**config.mk**
```make
export PLATFORM = sky130hd
export DESIGN_NAME = crc16_msb_first_engine_core
export DESIGN_NICKNAME = d
export VERILOG_FILES = /design/src/hdl/crc16me_pkg.sv /design/src/hdl/crc16_msb_first_engine_core.sv
export SDC_FILE = /design/constraint.sdc
export NUM_CORES = 1
export LEC_CHECK = 0
export CAP_MARGIN = 20
export CORE_MARGIN = 4
export CORE_UTILIZATION = 55
export DETAILED_ROUTE_END_ITERATION = 8
export DONT_BUFFER_PORTS = 1
export GPL_TIMING_DRIVEN = 0
export PLACE_DENSITY = 0.7
export SLEW_MARGIN = 25
export SYNTH_ARGS = -nofsm -noshare
export SYNTH_HDL_FRONTEND = slang
export SYNTH_SLANG_ARGS = --single-unit
export TNS_END_PERCENT = 5
```
**constraint.sdc**
```tcl
create_clock -name i_clk -period 3.9 [get_ports i_clk]
set_input_delay 0.195 -clock i_clk [delete_from_list [all_inputs] [get_ports i_clk]]
set_output_delay 0.195 -clock i_clk [all_outputs]
set_load 0.01 [all_outputs]
```
**src/hdl/crc16me_pkg.sv**
```systemverilog
`default_nettype none

package crc16me_pkg;

    localparam logic [15:0] CRC_POLY   = 16'h8005;
    localparam logic [15:0] CRC_INIT   = 16'hFFFF;
    localparam logic [15:0] CRC_XOROUT = 16'hFFFF;

    // One byte of MSB-first CRC-16: the byte goes into the high half, then
    // eight shift steps fold the polynomial in where the top bit falls out.
    function automatic logic [15:0] crc16_byte(input logic [15:0] crc,
                                               input logic [7:0]  data);
        logic [15:0] r;
        r = crc ^ {data, 8'h00};
        for (int k = 0; k < 8; k++) begin
            if (r[15]) begin
                r = {r[14:0], 1'b0} ^ CRC_POLY;
            end else begin
                r = {r[14:0], 1'b0};
            end
        end
        return r;
    endfunction

endpackage

`default_nettype wire

```
**src/hdl/crc16_msb_first_engine_core.sv**
```systemverilog
// A checksum is registered into the result register, or into the skid register while the output stalls.
// Throughput: one byte per cycle while o_stall is low; the byte update is one eight-step xor network.
// A two-deep output (result register plus skid register) keeps input flowing
// while the downstream side stalls; input stalls only when both are full.
// Reset (i_rst_n low, synchronous) loads the CRC register with 0xFFFF and empties the output.
`default_nettype none

module crc16_msb_first_engine_core
    import crc16me_pkg::*;
(
    input  wire logic        i_clk,
    input  wire logic        i_rst_n,
    input  wire logic        i_valid,
    output logic             o_stall,
    input  wire logic [7:0]  i_data_byte,
    input  wire logic        i_last_byte,
    output logic             o_valid,
    input  wire logic        i_stall,
    output logic [15:0]      o_checksum
);

    logic [15:0] r_crc;
    logic [15:0] r_out;
    logic [15:0] r_skid;
    logic        r_out_valid;
    logic        r_skid_valid;

    logic        in_acc;
    logic        out_free;
    logic        new_result;
    logic [15:0] crc_next;
    logic [15:0] result;

    assign o_stall    = r_skid_valid;
    assign o_valid    = r_out_valid;
    assign o_checksum = r_out;

    assign in_acc     = i_valid & ~r_skid_valid;
    assign out_free   = ~r_out_valid | ~i_stall;
    assign crc_next   = crc16_byte(r_crc, i_data_byte);
    assign new_result = in_acc & i_last_byte;
    assign result     = crc_next ^ CRC_XOROUT;

    always_ff @(posedge i_clk) begin
        if (!i_rst_n) begin
            r_crc        <= CRC_INIT;
            r_out_valid  <= 1'b0;
            r_skid_valid <= 1'b0;
        end else begin
            if (in_acc) begin
                r_crc <= i_last_byte ? CRC_INIT : crc_next;
            end
            // Input is stalled while the skid register holds a word, so a
            // fresh result and a skid drain never meet in the same cycle.
            if (out_free) begin
                if (r_skid_valid) begin
                    r_out        <= r_skid;
                    r_out_valid  <= 1'b1;
                    r_skid_valid <= 1'b0;
                end else begin
                    r_out_valid <= new_result;
                    if (new_result) begin
                        r_out <= result;
                    end
                end
            end else if (new_result) begin
                r_skid       <= result;
                r_skid_valid <= 1'b1;
            end
        end
    end

endmodule

`default_nettype wire

```
---- Word-level counts from Yosys, hierarchy flattened ----
Index checks and enable logic that the tools add are counted.
cells by class
  mux-type cells .......................... 12
  bitwise operators ....................... 18
  reductions and logical operators ........ 4
operators by type and width
  kind                 number
  16-bit two-way mux   11
  3-bit NOT            8
  16-bit NOT           1
  16-bit bitwise XOR   1
  3-bit AND reduction  2
  1-bit NOT            5
  1-bit AND            2
  2-bit nonzero test   1
  2-bit OR reduction   1
  1-bit two-way mux    1
  1-bit bitwise OR     1
storage, ports and cells
  flip-flop bits (word level) ............. 50
  input port bits ......................... 13
  output and inout port bits .............. 18
  word-level logic and storage cells ...... 39

---- Depth between registers and ports, before layout ----
  depth after elaboration ................. 20
  gate-level depth with buffers ........... 6
  mapped depth without buffers ............ 5

---- Worst setup path before layout ----
Ideal clock, no wire load.
  kind .................................... reg-to-reg
  from .................................... register r_crc[15]
  to ...................................... register r_out[15] (netlist: o_checksum[15]) (data pin)
  library setup time ...................... 0.260 ns
  arrival time ............................ 2.037 ns
  data required time ...................... 3.640 ns
  path slack .............................. 1.603 ns
  cell stages (with the launch flop) ...... 6
  cell sequence ........................... dfxtp_1 -> xor2_2 -> xnor3_1 -> xor3_2 -> xnor3_2 -> mux2_2
on the way
  longest elaborated chain between the ends .. 12
RTL lines
  element                          line                               source
  start, declared                  crc16_msb_first_engine_core.sv:22  logic [15:0] r_crc;
  start signal, assigned           crc16_msb_first_engine_core.sv:51  r_crc <= i_last_byte ? CRC_INIT : crc_next;
  16-bit bitwise XOR               crc16me_pkg.sv:14                  r = crc ^ {data, 8'h00};
  16-bit two-way mux (8 in a row)  crc16me_pkg.sv:16                  if (r[15]) begin
  16-bit NOT (no line)             -
  named net result[15]             crc16_msb_first_engine_core.sv:32  logic [15:0] result;
  16-bit two-way mux               crc16_msb_first_engine_core.sv:62  if (new_result) begin
  16-bit two-way mux               crc16_msb_first_engine_core.sv:56  if (r_skid_valid) begin
  end signal, assigned             crc16_msb_first_engine_core.sv:57  r_out <= r_skid;
  end signal, assigned             crc16_msb_first_engine_core.sv:63  r_out <= result;
  end, declared                    crc16_msb_first_engine_core.sv:23  logic [15:0] r_out;
The timed path passes the listed nets, and every way through them passes these cells. The select of a mux whose other input is x is not followed.
A chain may end at the register's enable or synchronous reset.

---- Worst setup path after layout ----
Same ends and word-level chain as after synthesis.

==> parameters.txt <==
Parameter                              Value

Setup path
  Startpoint class of the critical path    flip-flop
  Launch point of the worst path    r_crc[15]
  Maximum fanout along the worst path    5
  Worst path buffer plus inverter count    0
  Critical path, cell by cell    xor2_2 > xnor3_1 > xor3_2 > xnor3_2 > mux2_2
  Reg2reg start    r_crc[15]
  WP data required    3960 ps
  Crit. End Element    flip-flop
  Slowest stage cell, crit path    sky130_fd_sc_hd__xor3_2
  Start-to-end type of the worst setup path    reg -> reg
  Worst Path Arrival    2500 ps
  Kind of cell with the highest combined delay on the critical path    XOR/XNOR gates
  Maximum cell stage delay along the critical path    460 ps

Hold path
  Hold Startpoint    i_rst_n
  Path class of the lowest-slack min-delay path    in -> reg

STA
  Unrepaired setup endpoints after global routing    false
  Total negative slack    0 ps
  Final worst path period share    62.6%
  Achievable clock frequency    0.410 GHz
  Relative slew slack    41.6%
  # setup viols final    0
  Setup clock skew after layout    5.27 ps
  Max Slew Vio Count    0
  Slew at the pin closest to its max-slew limit    875 ps
  Hold violation total from the final report    0
  Fin crit period    2440 ps

Detailed routing
  Final routed DRC violation total    0
  DRT Pass-1 Iters    4
  Number of antenna-violating nets in the routed design    0
  Via total after detailed routing    1118
  Vias per std cell    5.53
  Final wirelength    3440 um
  First DRT Iteration DRCs    97
  Routed wirelength normalized by instance count    17.0 um

Yosys
  Cell types with the largest area share after synthesis    sky130_fd_sc_hd__edfxtp_1, sky130_fd_sc_hd__dfxtp_1, sky130_fd_sc_hd__xnor2_1
  Cells after synthesis    148
  Count of different cell masters after synthesis    24
  Yosys top cell area share    47.6%
  Total of warnings raised by yosys    0
  Syn Nets    161
  Synthesized area divided by synthesized cell count    13.6 um^2
  Post-synthesis instance area    2020 um^2
  Synthesized flop and latch total    50
  Most area-hungry cell type in the Yosys netlist    sky130_fd_sc_hd__edfxtp_1
  Sequential area share after synthesis    65.4%

Die
  Width of the die    68.6 um
  Starting utilization of the core area    58.7%
  Count of boundary I/O pins    31
  Die H    68.6 um
  Core region area    3440 um^2
  Cell row count    21
  Overall die area    4710 um^2

Global routing
  Vias in the first global route    1094
  Global-route wire length before repair    5660 um
  GRT overflow    0
  Number of antenna violations at the first check in global routing    0
  GRT Total Usage    17.2%
  Maximum number of pins on one net before global-route repair    17

Layout
  Number of antenna cells inserted    0
  Leading cell type in the layout, fill and taps excluded    sky130_fd_sc_hd__edfxtp_1
  Fin nets    168
  Area growth from synthesis to layout    8.36%
  Most frequent cells in the layout    sky130_fd_sc_hd__edfxtp_1, sky130_fd_sc_hd__nand2_1, sky130_fd_sc_hd__dfxtp_1
  Summed area of non-filler cells in the final layout    2190 um^2
  Fraction of final layout cells with drive strength greater than 1    14.7%
  Final Core Density    63.6%

Power
  IR Drop Worst-Case VDD    385 uV
  Fraction of power consumed by the clock network    27.5%
  Internal power contribution    969 uW
  Proportion of power drawn by combinational gates    20.6%
  P_leak    0.000779 uW
  Register share of total power    51.9%
  Switching share of total power    23.8%
  Sw Pwr    302 uW
  Pwr per Cell Area    581 nW/um^2

Clocking
  Count of hold buffers inserted by post-cts repair    0
  Number of buffers inserted by post-CTS setup repair    0
  Clock Root Buffer    sky130_fd_sc_hd__clkbuf_8
  Worst-case clock buffer depth    2
  CTS tree    built
  # H-tree levels    2
  Number of sinks driven by the clock tree    50
  Insertion delay to the later sink of the worst-skew pair    300 ps
  Clock transition time at the flip-flop clock pins of the worst setup and hold paths    80 ps
  Cts bufs inserted    5
  Post-cts repair resize count    0

Run status
  Outcome    complete, no violations

Placed design
  Routability cong.    0.800
  Sum of net half-perimeters after detailed placement    2330 um
  Area after detailed placement    2080 um^2
  Buffers added on ports    0

Run
  Max-cap check violation count    0
-- power by group through the flow --
stage | Sequential, uW | Clock, uW | Combinational (uW)
after detailed placement | 672 | 0 | 259
after global placement | 672 | 0 | 256
after floorplan | 667 | 0 | 220
final | 660 | 349 | 262
after CTS | 661 | 356 | 264
after global routing | 664 | 379 | 289
-- stage by stage --
| stage | setup slack (ps) | total power (uW) | cells | hold slack, ps |
|---|---|---|---|---|
| final | 1460 | 1270 | 202 | 47.1 |
| after floorplan | 1600 | 887 | 148 | 349 |
| after detailed placement | 1500 | 931 | 194 | 365 |
| after global routing | 1350 | 1330 | 202 | 58.2 |
| after CTS | 1450 | 1280 | 202 | 42.6 |
| after global placement | 1240 | 927 | 194 | 353 |
-- layer usage --
layer	wire (um)	up-vias	global-route usage, %
met5	0	-	0
met4	59	0	8.93
met3	272	5	5.35
met2	1600	40	25.3
met1	1510	535	22.9
li1	-	538	-
-- state kept, by name, summed over array words and instances (netlist names) --
register    cells
o_checksum     16
o_stall         1
o_valid         1
r_crc          16
r_skid         16
-- final timing paths --
check                         to  slack [ps]  depth (start not counted)
hold reg to reg        r_crc[13]         500                          2
setup / recovery  o_checksum[15]        1460                          5
setup reg to reg  o_checksum[15]        1460                          5
hold / removal           o_valid          50                          1
-- final cells by class --
type	instances	area, um^2
Multi-Input combinational cell	86	658
Buffer	7	26.3
Fill cell	258	1250
Sequential cell	50	1320
Inverter	5	18.8
Tap cell	46	57.6
Clock inverter	1	30.0
Clock buffer	7	76.3
-- kinds of logic (layout without fill, tap and decap cells) --
| logic type | after synthesis | after routing | synth area share [%] |
|---|---|---|---|
| XOR/XNOR | 21 | 21 | 12.1 |
| buffers and inverters | 12 | 20 | 2.23 |
| multiplexers | 11 | 11 | 6.13 |
| AO/OA/AOI/OAI | 23 | 23 | 7.74 |
| flip-flops | 50 | 50 | 65.4 |
| AND/OR/NAND/NOR | 31 | 31 | 6.38 |
-- cell usage after synthesis (all sizes together) --
master,count
a21boi,1
a21oi,1
a31oi,1
and2,1
buf,1
clkbuf,6
dfxtp,18
edfxtp,32
inv,5
mux2,11
nand2,23
nand2b,1
nand3,1
nor2,3
nor2b,1
nor3b,1
o211ai,15
o21ai,5
xnor2,17
xnor3,2
xor2,1
xor3,1
(Power assumes the default switching activity.)
